### config.mk
export PLATFORM = sky130hd
export DESIGN_NAME = frame_size_histogram_core
export DESIGN_NICKNAME = d
export VERILOG_FILES = /design/src/sv/fhist_pkg.sv /design/src/sv/fhist_ctrl.sv /design/src/sv/fhist_datapath.sv /design/src/sv/frame_size_histogram_core.sv
export SDC_FILE = /design/constraint.sdc
export NUM_CORES = 2
export LEC_CHECK = 0
export ABC_CLOCK_PERIOD_IN_PS = 13500
export BUFFER_PORTS_ARGS = -buffer_cell sky130_fd_sc_hd__buf_2
export CORE_MARGIN = 2
export CORE_UTILIZATION = 45
export DETAILED_ROUTE_END_ITERATION = 10
export GPL_TIMING_DRIVEN = 0
export HOLD_SLACK_MARGIN = 0.15
export SLEW_MARGIN = 20
export SYNTH_ARGS = -nofsm -noshare
export SYNTH_HDL_FRONTEND = slang
export SYNTH_HIERARCHICAL = 1
export SYNTH_SLANG_ARGS = --single-unit
### constraint.sdc
create_clock -name clk -period 13.5 [get_ports clk]
set_clock_uncertainty 0.2 [all_clocks]
set_input_delay 0.675 -clock clk [delete_from_list [all_inputs] [get_ports clk]]
set_output_delay 0.675 -clock clk [all_outputs]
set_load 0.02 [all_outputs]
### src/sv/fhist_pkg.sv
`default_nettype none

package fhist_pkg;

    localparam int BIN_COUNT_DEF = 8;
    localparam int LIMIT_REGS    = 7;
    localparam int LIMIT_W       = 14;
    localparam int CFG_IDX_W     = 3;
    localparam int FUNC_W        = 2;
    localparam int SIZE_W        = 15;
    localparam int BIN_NUM_W     = 3;
    localparam int IBYTES_W      = 32;
    localparam int IFRAMES_W     = 24;
    localparam int TBYTES_W      = 48;
    localparam int TFRAMES_W     = 40;

    localparam logic [LIMIT_W-1:0] LAST_LIMIT     = 14'd9999;
    localparam logic [SIZE_W-1:0]  FRAME_OVERHEAD = 15'd26;

    localparam logic [LIMIT_W-1:0] LIMIT_RESET [LIMIT_REGS] = '{
        14'd60, 14'd100, 14'd128, 14'd256, 14'd512, 14'd1024, 14'd1200
    };

    typedef enum logic [FUNC_W-1:0] {
        FN_FRAME  = 2'd0,
        FN_STATUS = 2'd1,
        FN_REPORT = 2'd2,
        FN_SPARE  = 2'd3
    } func_t;

    typedef enum logic [1:0] {
        ST_IDLE,
        ST_CLASSIFY,
        ST_UPDATE,
        ST_FOLD
    } state_t;

    typedef struct packed {
        logic load_in;
        logic classify;
        logic update;
        logic idx_clear;
        logic fold;
    } fhist_cmd_t;

    typedef struct packed {
        logic out_busy;
        logic last_idx;
    } fhist_status_t;

endpackage

`default_nettype wire

### src/sv/fhist_ctrl.sv
`default_nettype none

module fhist_ctrl
    import fhist_pkg::*;
(
    input  wire logic                clk,
    input  wire logic                rst_n,
    input  wire logic                in_valid,
    input  wire logic [FUNC_W-1:0]   func,
    output logic                     in_stall,
    input  wire fhist_status_t       status,
    output fhist_cmd_t               cmd
);

    state_t state_reg;
    state_t state_next;

    always_ff @(posedge clk or negedge rst_n)
    begin
        if (!rst_n)
        begin
            state_reg <= ST_IDLE;
        end
        else
        begin
            state_reg <= state_next;
        end
    end

    always_comb
    begin
        state_next = state_reg;
        cmd        = '0;
        in_stall   = 1'b1;
        case (state_reg)
            ST_IDLE:
            begin
                in_stall = 1'b0;
                if (in_valid)
                begin
                    cmd.load_in = 1'b1;
                    case (func_t'(func))
                        FN_FRAME:
                        begin
                            state_next = ST_CLASSIFY;
                        end
                        FN_REPORT:
                        begin
                            cmd.idx_clear = 1'b1;
                            state_next    = ST_FOLD;
                        end
                        default:
                        begin
                            state_next = ST_IDLE;
                        end
                    endcase
                end
            end
            ST_CLASSIFY:
            begin
                cmd.classify = 1'b1;
                state_next   = ST_UPDATE;
            end
            ST_UPDATE:
            begin
                cmd.update = 1'b1;
                state_next = ST_IDLE;
            end
            ST_FOLD:
            begin
                if (!status.out_busy)
                begin
                    cmd.fold = 1'b1;
                    if (status.last_idx)
                    begin
                        state_next = ST_IDLE;
                    end
                end
            end
            default:
            begin
                state_next = ST_IDLE;
            end
        endcase
    end

`ifndef SYNTHESIS
    assert property (@(posedge clk) disable iff (!rst_n)
        state_reg == ST_CLASSIFY |=> state_reg == ST_UPDATE)
        else $error("classify not followed by update");

    assert property (@(posedge clk) disable iff (!rst_n)
        (state_reg == ST_FOLD && status.out_busy) |=> state_reg == ST_FOLD)
        else $error("report left while output stalled");

    assert property (@(posedge clk) disable iff (!rst_n)
        (state_reg != ST_IDLE) |-> in_stall)
        else $error("input taken outside idle");
`endif

endmodule

`default_nettype wire

### src/sv/fhist_datapath.sv
`default_nettype none

module fhist_datapath
    import fhist_pkg::*;
#(
    parameter int BIN_COUNT = BIN_COUNT_DEF
)
(
    input  wire logic                  clk,
    input  wire logic                  rst_n,
    input  wire fhist_cmd_t            cmd,
    output fhist_status_t              status,
    input  wire logic                  cfg_write,
    input  wire logic [CFG_IDX_W-1:0]  cfg_index,
    input  wire logic [LIMIT_W-1:0]    cfg_data,
    input  wire logic [LIMIT_W-1:0]    frame_length,
    output logic                       out_valid,
    input  wire logic                  out_stall,
    output logic [BIN_NUM_W-1:0]       bin_number,
    output logic [LIMIT_W-1:0]         lower_bound,
    output logic [LIMIT_W-1:0]         upper_bound,
    output logic [IBYTES_W-1:0]        interval_byte_count,
    output logic [IFRAMES_W-1:0]       interval_frame_count,
    output logic [TBYTES_W-1:0]        total_byte_count,
    output logic [TFRAMES_W-1:0]       total_frame_count,
    output logic                       last_bin
);

    localparam int IDX_W = $clog2(BIN_COUNT);

    logic [LIMIT_W-1:0]   limit_reg [LIMIT_REGS];
    logic [IBYTES_W-1:0]  ibytes_reg [BIN_COUNT];
    logic [IFRAMES_W-1:0] iframes_reg [BIN_COUNT];
    logic [TBYTES_W-1:0]  tbytes_reg [BIN_COUNT];
    logic [TFRAMES_W-1:0] tframes_reg [BIN_COUNT];

    logic [SIZE_W-1:0]  size_reg;
    logic [IDX_W-1:0]   bin_reg;
    logic [IDX_W-1:0]   bin_next;
    logic [IDX_W-1:0]   idx_reg;
    logic [LIMIT_W-1:0] lower_reg;

    logic                  out_valid_reg;
    logic [BIN_NUM_W-1:0]  out_bin_reg;
    logic [LIMIT_W-1:0]    out_lower_reg;
    logic [LIMIT_W-1:0]    out_upper_reg;
    logic [IBYTES_W-1:0]   out_ibytes_reg;
    logic [IFRAMES_W-1:0]  out_iframes_reg;
    logic [TBYTES_W-1:0]   out_tbytes_reg;
    logic [TFRAMES_W-1:0]  out_tframes_reg;
    logic                  out_last_reg;

    logic [LIMIT_W-1:0]    upper [BIN_COUNT];
    logic [IDX_W-1:0]      ptr;
    logic [IBYTES_W-1:0]   ibytes_rd;
    logic [IFRAMES_W-1:0]  iframes_rd;
    logic [IBYTES_W:0]     ibytes_sum;
    logic [IBYTES_W-1:0]   ibytes_sat;
    logic [IFRAMES_W-1:0]  iframes_sat;
    logic [TBYTES_W:0]     tbytes_sum;
    logic [TFRAMES_W:0]    tframes_sum;
    logic [TBYTES_W-1:0]   tbytes_sat;
    logic [TFRAMES_W-1:0]  tframes_sat;
    logic                  last_idx;

    // bin bounds, clamped, with fixed top bound on bins without a register
    always_comb
    begin
        for (int i = 0; i < BIN_COUNT; i++)
        begin
            if (i >= BIN_COUNT - 1 || i >= LIMIT_REGS)
            begin
                upper[i] = LAST_LIMIT;
            end
            else if (limit_reg[(i < LIMIT_REGS) ? i : 0] > LAST_LIMIT)
            begin
                upper[i] = LAST_LIMIT;
            end
            else
            begin
                upper[i] = limit_reg[(i < LIMIT_REGS) ? i : 0];
            end
        end
    end

    // first bin whose bound covers the size
    always_comb
    begin
        bin_next = IDX_W'(BIN_COUNT - 1);
        for (int i = BIN_COUNT - 2; i >= 0; i--)
        begin
            if ({1'b0, upper[i]} >= size_reg)
            begin
                bin_next = IDX_W'(i);
            end
        end
    end

    assign ptr        = cmd.fold ? idx_reg : bin_reg;
    assign ibytes_rd  = ibytes_reg[ptr];
    assign iframes_rd = iframes_reg[ptr];

    assign ibytes_sum  = {1'b0, ibytes_rd} + (IBYTES_W + 1)'(size_reg);
    assign ibytes_sat  = ibytes_sum[IBYTES_W] ? '1 : ibytes_sum[IBYTES_W-1:0];
    assign iframes_sat = (&iframes_rd) ? iframes_rd : iframes_rd + 1'b1;

    assign tbytes_sum  = {1'b0, tbytes_reg[idx_reg]} + (TBYTES_W + 1)'(ibytes_rd);
    assign tframes_sum = {1'b0, tframes_reg[idx_reg]} + (TFRAMES_W + 1)'(iframes_rd);
    assign tbytes_sat  = tbytes_sum[TBYTES_W] ? '1 : tbytes_sum[TBYTES_W-1:0];
    assign tframes_sat = tframes_sum[TFRAMES_W] ? '1 : tframes_sum[TFRAMES_W-1:0];

    assign last_idx = (idx_reg == IDX_W'(BIN_COUNT - 1));

    assign status.out_busy = out_valid_reg && out_stall;
    assign status.last_idx = last_idx;

    always_ff @(posedge clk or negedge rst_n)
    begin
        if (!rst_n)
        begin
            for (int i = 0; i < LIMIT_REGS; i++)
            begin
                limit_reg[i] <= LIMIT_RESET[i];
            end
        end
        else if (cfg_write && cfg_index < CFG_IDX_W'(LIMIT_REGS))
        begin
            limit_reg[cfg_index] <= cfg_data;
        end
    end

    // frame size and bin selection
    always_ff @(posedge clk)
    begin
        if (cmd.load_in)
        begin
            size_reg <= {1'b0, frame_length} + FRAME_OVERHEAD;
        end
        if (cmd.classify)
        begin
            bin_reg <= bin_next;
        end
    end

    // report walk
    always_ff @(posedge clk or negedge rst_n)
    begin
        if (!rst_n)
        begin
            idx_reg   <= '0;
            lower_reg <= '0;
        end
        else if (cmd.idx_clear)
        begin
            idx_reg   <= '0;
            lower_reg <= '0;
        end
        else if (cmd.fold)
        begin
            idx_reg   <= last_idx ? '0 : idx_reg + 1'b1;
            lower_reg <= upper[idx_reg] + 1'b1;
        end
    end

    // counters
    always_ff @(posedge clk or negedge rst_n)
    begin
        if (!rst_n)
        begin
            for (int i = 0; i < BIN_COUNT; i++)
            begin
                ibytes_reg[i]  <= '0;
                iframes_reg[i] <= '0;
                tbytes_reg[i]  <= '0;
                tframes_reg[i] <= '0;
            end
        end
        else if (cmd.update)
        begin
            ibytes_reg[ptr]  <= ibytes_sat;
            iframes_reg[ptr] <= iframes_sat;
        end
        else if (cmd.fold)
        begin
            ibytes_reg[ptr]      <= '0;
            iframes_reg[ptr]     <= '0;
            tbytes_reg[idx_reg]  <= tbytes_sat;
            tframes_reg[idx_reg] <= tframes_sat;
        end
    end

    // output word register
    always_ff @(posedge clk or negedge rst_n)
    begin
        if (!rst_n)
        begin
            out_valid_reg <= 1'b0;
        end
        else if (cmd.fold)
        begin
            out_valid_reg <= 1'b1;
        end
        else if (!out_stall)
        begin
            out_valid_reg <= 1'b0;
        end
    end

    always_ff @(posedge clk)
    begin
        if (cmd.fold)
        begin
            out_bin_reg     <= BIN_NUM_W'(idx_reg);
            out_lower_reg   <= lower_reg;
            out_upper_reg   <= upper[idx_reg];
            out_ibytes_reg  <= ibytes_rd;
            out_iframes_reg <= iframes_rd;
            out_tbytes_reg  <= tbytes_sat;
            out_tframes_reg <= tframes_sat;
            out_last_reg    <= last_idx;
        end
    end

    assign out_valid            = out_valid_reg;
    assign bin_number           = out_bin_reg;
    assign lower_bound          = out_lower_reg;
    assign upper_bound          = out_upper_reg;
    assign interval_byte_count  = out_ibytes_reg;
    assign interval_frame_count = out_iframes_reg;
    assign total_byte_count     = out_tbytes_reg;
    assign total_frame_count    = out_tframes_reg;
    assign last_bin             = out_last_reg;

`ifndef SYNTHESIS
    assert property (@(posedge clk) disable iff (!rst_n)
        cmd.fold |-> !(out_valid_reg && out_stall))
        else $error("output word overwritten while stalled");

    assert property (@(posedge clk) disable iff (!rst_n)
        cmd.fold |=> out_valid_reg)
        else $error("folded bin not presented");

    assert property (@(posedge clk) disable iff (!rst_n)
        (cmd.fold && !last_idx) |=> idx_reg == $past(idx_reg) + 1'b1)
        else $error("report walk skipped a bin");
`endif

endmodule

`default_nettype wire

### src/sv/frame_size_histogram_core.sv
`default_nettype none

// Ethernet frame-size histogram. Each word with func 0 adds 26 bytes of layer-2
// overhead to frame_length, picks the first bin whose upper bound covers that size
// (the last bin otherwise) and adds the size and one frame to that bin's saturating
// interval counters; it passes through accept, classify and counter update in turn.
// func 1 and 3 are dropped. func 2 starts a report: each bin in turn folds its
// interval counts into its saturating totals, emits one output word and clears its
// interval counts, one bin per cycle while the output side keeps up; the walk pauses
// whenever the output word register is stalled. The next input word is taken as
// soon as the walk has loaded the last bin, even while that word still waits on the
// output. Bin limits 0..6 are written through the cfg port; the user must write them
// only while the block is idle, the block itself does not enforce this. Values above
// 9999 act as 9999, and the last bin always ends at 9999.
module frame_size_histogram_core
    import fhist_pkg::*;
#(
    parameter int BIN_COUNT = BIN_COUNT_DEF
)
(
    input  wire logic                  clk,
    input  wire logic                  rst_n,
    input  wire logic                  cfg_write,
    input  wire logic [CFG_IDX_W-1:0]  cfg_index,
    input  wire logic [LIMIT_W-1:0]    cfg_data,
    input  wire logic                  in_valid,
    output logic                       in_stall,
    input  wire logic [FUNC_W-1:0]     func,
    input  wire logic [LIMIT_W-1:0]    frame_length,
    output logic                       out_valid,
    input  wire logic                  out_stall,
    output logic [BIN_NUM_W-1:0]       bin_number,
    output logic [LIMIT_W-1:0]         lower_bound,
    output logic [LIMIT_W-1:0]         upper_bound,
    output logic [IBYTES_W-1:0]        interval_byte_count,
    output logic [IFRAMES_W-1:0]       interval_frame_count,
    output logic [TBYTES_W-1:0]        total_byte_count,
    output logic [TFRAMES_W-1:0]       total_frame_count,
    output logic                       last_bin
);

    fhist_cmd_t    cmd;
    fhist_status_t status;

    fhist_ctrl u_ctrl (
        .clk      (clk),
        .rst_n    (rst_n),
        .in_valid (in_valid),
        .func     (func),
        .in_stall (in_stall),
        .status   (status),
        .cmd      (cmd)
    );

    fhist_datapath #(
        .BIN_COUNT (BIN_COUNT)
    ) u_datapath (
        .clk                  (clk),
        .rst_n                (rst_n),
        .cmd                  (cmd),
        .status               (status),
        .cfg_write            (cfg_write),
        .cfg_index            (cfg_index),
        .cfg_data             (cfg_data),
        .frame_length         (frame_length),
        .out_valid            (out_valid),
        .out_stall            (out_stall),
        .bin_number           (bin_number),
        .lower_bound          (lower_bound),
        .upper_bound          (upper_bound),
        .interval_byte_count  (interval_byte_count),
        .interval_frame_count (interval_frame_count),
        .total_byte_count     (total_byte_count),
        .total_frame_count    (total_frame_count),
        .last_bin             (last_bin)
    );

endmodule

`default_nettype wire

After elaboration in Yosys (flattened, before gate mapping)
Cells that the tools add are included.
Word-level totals
  input port bits: 38
  memories: 0
  bits in read-only memories: 0
  latch bits: 0
  memory bits (writable): 0
  register bits after elaboration: 1464
  logic and storage cells: 188
Cells by class
  div/mod/pow operators: 0
  eq/ne operators: 9
  $add $sub $neg: 7
  bitwise gates (word level): 8
  multiply operators: 0
  shift operators: 0
  muxes and demuxes: 74
  reductions and logical operators: 14
  magnitude comparators: 21
Operators with widths (count)
  two-way mux 256 bit: 2
  bitwise mux 384 bit: 1
  two-way mux 192 bit: 2
  bitwise mux 320 bit: 1
  AND 256 bit: 1
  bitwise mux 256 bit: 1
  NOT 256 bit: 1
  AND 192 bit: 1
  bitwise mux 192 bit: 1
  two-way mux 48 bit: 4
  NOT 192 bit: 1
  two-way mux 14 bit: 12
  two-way mux 40 bit: 4
  binary-select mux 48 bit (select 3 bit): 1
  demux 48 bit (select 3 bit): 1
  two-way mux 32 bit: 4
  binary-select mux 40 bit (select 3 bit): 1
  demux 40 bit (select 3 bit): 1
  greater-or-equal comparator 14 x 15 -> 1 bit: 7
  bitwise mux 98 bit: 1
  greater-than comparator 14 bit (second input constant): 7
  binary-select mux 32 bit (select 3 bit): 1
  demux 32 bit (select 3 bit): 1
  two-way mux 24 bit: 4
  other kinds (34): 72

Logic depth before layout (Yosys ltp)
  word-level depth: 13
  depth in mapped cells: 28
  mapped depth without buffers: 19

Modules after synthesis
Netlist, hierarchy kept.
Modules (own cells, without submodules)
  fhist_datapath: sequential area each 37574.8 um^2, area an instance 69310.2 um^2, times used 1, cells an instance 6744
  fhist_ctrl: sequential area each 50.0 um^2, area an instance 143.9 um^2, times used 1, cells an instance 15

Worst setup path after synthesis
No wires, ideal clock.
  path type: input port to flip-flop
  start point: input out_stall
  end point: register u_datapath.out_tbytes_reg[39] (netlist: u_datapath/total_byte_count[39]), data pin
  arrival time: 13.097 ns
  cell stages on the path: 26
  slack: -0.065 ns
  buffers on the path: 10
  cells stage by stage: and2_1 nor2_1 buf_6 buf_6 mux2i_1 buf_4 buf_4 buf_2 buf_2 buf_1 nand2_1 nand3_1 o221ai_1 nor3_1 ha_1 o21ai_0 a21oi_1 o32ai_1 o211ai_1 a21oi_1 clkbuf_1 nor2_1 buf_2 buf_2 nor2_1 inv_1
RTL lines
  from (decl): RTL line frame_size_histogram_core.sv:31  | input wire logic out_stall,
  to (signal assigned): RTL line fhist_datapath.sv:218  | out_tbytes_reg <= tbytes_sat;
  to (decl): RTL line fhist_datapath.sv:49  | logic [TBYTES_W-1:0] out_tbytes_reg;

==> results.md <==
- Status: finished, final reports clean
- Post-synthesis cell count: 6759
- Final global-route overflow total: 0
- Area contributors post-synth: dfrtp_1 45%, edfxtp_1 8.4%, o21ai_0 6.6%, nand2_1 5.9%, a22o_1 3.5%
- Final Cycle Share: 85.0%
- Root Driver: clkbuf_16
- Slew HR: 9.60%
- WL final: 293000 um
- Hold WC Path Type: in -> reg
- Achievable frequency: 0.0872 GHz
- Final core occ: 51.9%
- Area Growth Syn to Fin: 14.9%
- Via Count: 60500
- # IOs: 216
- Clk slew on worst S/H paths: 0.06 ns
- Slew Viols, Final: 0
- Synth Area per Inst: 10.3 um2
- Most common cell in the netlist: dfrtp_1
- Clk_lat worst skew: 0.84 ns
- Detailed Routing Iterations Pass 1: 7
- CTS Hold Bufs: 37
- Pwr dens: 243 nW/um2
- Core area: 154000 um2
- # Post-CTS Setup Buffers: 0
- Setup ws final: 2.03 ns
- Predominant post-synthesis flop cell: dfrtp_1
- Cts bufs inserted: 164
- Antenna violations before repair: 16
- Row cnt: 144
- Leak Pwr: 35.1 nW
- CP required: 13.76 ns
- Routed length on met3: 36600 um
- Cell taking the most area after synthesis: dfrtp_1
- Area share of the largest cell type after synthesis: 45.2%
- Post-synthesis cell type count: 107
- Max reg flops: 384
- Compound-gate portion of the synthesized area: 20.0%
- Sequential fraction of the synthesis area: 54.2%
- DPL Wire Length: 204000 um
- Syn_nets: 6974
- TNS Setup: 0 ns
- Number of global-route vias before repair: 57800
- Setup Crit Path Kind: in -> reg
- Met2 routed WL: 123000 um
- Starting DRT DRC Count: 8245
- Max-cap violations: 0
- Max Used Layer: met5
- Die height: 397 um
- Via density: 6.43
- Post-layout net count: 7428
- CP Data Arrival Time: 11.74 ns
- Synth warn: 6
- CP max FO: 23
- First-pass GRT wire length: 418000 um
- Wire per inst: 31.2 um
- Die Area: 158000 um2
- Top post-synthesis cells by count: 1255 x dfrtp_1, 1090 x nand2_1, 914 x o21ai_0, 348 x clkbuf_1, 305 x nor2_1
- Main combinational cell family by area after synthesis: compound AO/OA/AOI/OAI gates
- Adder-cell area share of the yosys netlist: 3.22%
- Routability congestion estimate: 1.01
- DRC viols: 0
- Die Width: 397 um
- RSZ-0062 raised after global routing: no
- Fin crit period: 11.47 ns
- Post-synth EDFFs: 194
- PostCTS Resize Cnt: 0
- IO buf count: 214
- Placed Area: 73900 um2
- Mux contribution to synthesized area: 5.00%
- Min Hold Slack: 0.215 ns
- Met1 Routed Length: 115000 um
- Dpl cells: 9053
- CTS H-Tree Depth: 4
- Synth async-reset ratio: 86.7%
- Starting Density: 45.2%
- Layout cells sized above 1: 12.4%
- Clock sinks: 1464
- Largest net degree at the start of global routing: 138
- CP startpoint kind: input pin
- Total GRT Usage: 36.7%
- Slew @ Worst Pin: 1.35 ns
- Syn Std Cell Area: 69500 um2
- Final setup fails: 0
- Endpoint class of the critical path: register
- Post-Synth XOR/XNOR Area: 1.58%
- Count of final hold-check violations: 0
- Seq cells post-synth: 1464
- CTS tree: done
- Total power: 19.4 mW
- Post-DRT Antenna Nets: 0
- Worst IR Drop VDD: 193 uV
- Post-route cell area: 79800 um2
- CTS max path bufs: 3
- Simple-gate share of the synthesized area: 12.4%
- Final cell count without fillers: 9404
- DP Worst Slack: 2.32 ns
-- area by class of cell --
class                           count  area [um2]
Fill cell                       14100       73900
Clock buffer                      239        4810
Antenna cell                        9        22.5
Multi-Input combinational cell   4664       29400
Sequential cell                  1464       37600
Tap cell                         2044        2560
Inverter                          180         676
Clock inverter                     65         718
Timing Repair Buffer              288        2050
Buffer                            451        1920
-- path summary, 6_finish.rpt --
| kind | startpoint | to | slack (ns) | cells past startpoint |
|---|---|---|---|---|
| max | out_stall | u_datapath/total_byte_count[8]$_DFFE_PP_ | 2.03 | 26 |
| min | cfg_write | u_datapath/limit_reg[55]$_DFFE_PN0P_ | 0.22 | 3 |
| max reg2reg | u_datapath/idx_reg[0]$_DFFE_PN0P_ | u_datapath/total_byte_count[8]$_DFFE_PP_ | 2.06 | 23 |
| min reg2reg | u_datapath/lower_reg[10]$_DFFE_PN0P_ | u_datapath/lower_bound[10]$_DFFE_PP_ | 0.25 | 0 |
| max in group asynchronous | rst_n | u_datapath/tframes_reg[210]$_DFFE_PN0P_ | 10.06 | 6 |
| min in group asynchronous | rst_n | u_datapath/limit_reg[17]$_DFFE_PN0P_ | 0.24 | 2 |
-- cell usage in the layout, fill, tap and decap left out, types with 33 or more instances in the layout --
cell / count
inv_1: 179
mux2_2: 146
dlygate4sd3_1: 37
o21ai_0: 913
edfxtp_1: 194
nand2b_1: 78
xnor2_1: 70
nor2b_1: 50
nand3_1: 69
clkbuf_1: 360
o22a_1: 39
o221ai_1: 51
nor3_1: 67
a221oi_1: 46
a22o_1: 274
o22ai_1: 226
and2_1: 43
mux2i_1: 117
a21oi_1: 192
a211oi_1: 43
clkbuf_16: 170
nor4_1: 40
o21a_1: 33
nand2_1: 1090
xor2_1: 39
dfrtp_1: 1255
a31oi_1: 41
nor2_1: 300
ha_1: 174
buf_2: 262
a21o_1: 50
-- routing by layer --
| layer | up-vias | GRT usage, % |
|---|---|---|
| met2 | 3894 | 52.3 |
| met1 | 30300 | 49.5 |
| met3 | 867 | 11.8 |
| met4 | 16 | 20.4 |
| li1 | 25400 | - |
| met5 | - | 0 |
-- power breakdown --
part           switching [mW]  internal, mW  leakage, nW
clock network            1.96          2.66         2.72
registers               0.533          5.51         18.6
logic                    6.32          2.40         13.7
-- worst max-delay path, stage by stage --
cell           delay, ns
dlygate4sd3_1       0.53
buf_2               0.11
and2_1              0.20
nor2_4              0.43
buf_12              0.26
buf_6               0.17
mux2_2              0.21
buf_2               0.31
buf_4               0.37
buf_2               0.50
clkbuf_1            0.90
clkbuf_1            0.74
o221ai_1            0.26
a21oi_1             0.82
ha_1                0.43
o21ai_0             0.20
a21oi_1             0.11
o32ai_1             0.98
o211ai_1            0.36
a21oi_1             0.78
clkbuf_1            0.46
nor2_1              0.25
buf_2               0.32
buf_2               0.27
nor2_1              0.70
inv_1               0.33
-- cell families after synthesis --
logic type | count (synthesis)
AO/OA/AOI/OAI | 2153
XOR/XNOR | 117
adder cells (fa/ha/maj) | 177
buffers and inverters | 631
flip-flops | 1464
multiplexers | 293
AND/OR/NAND/NOR | 1924
Note: power is estimated with default switching activity, not from simulation.
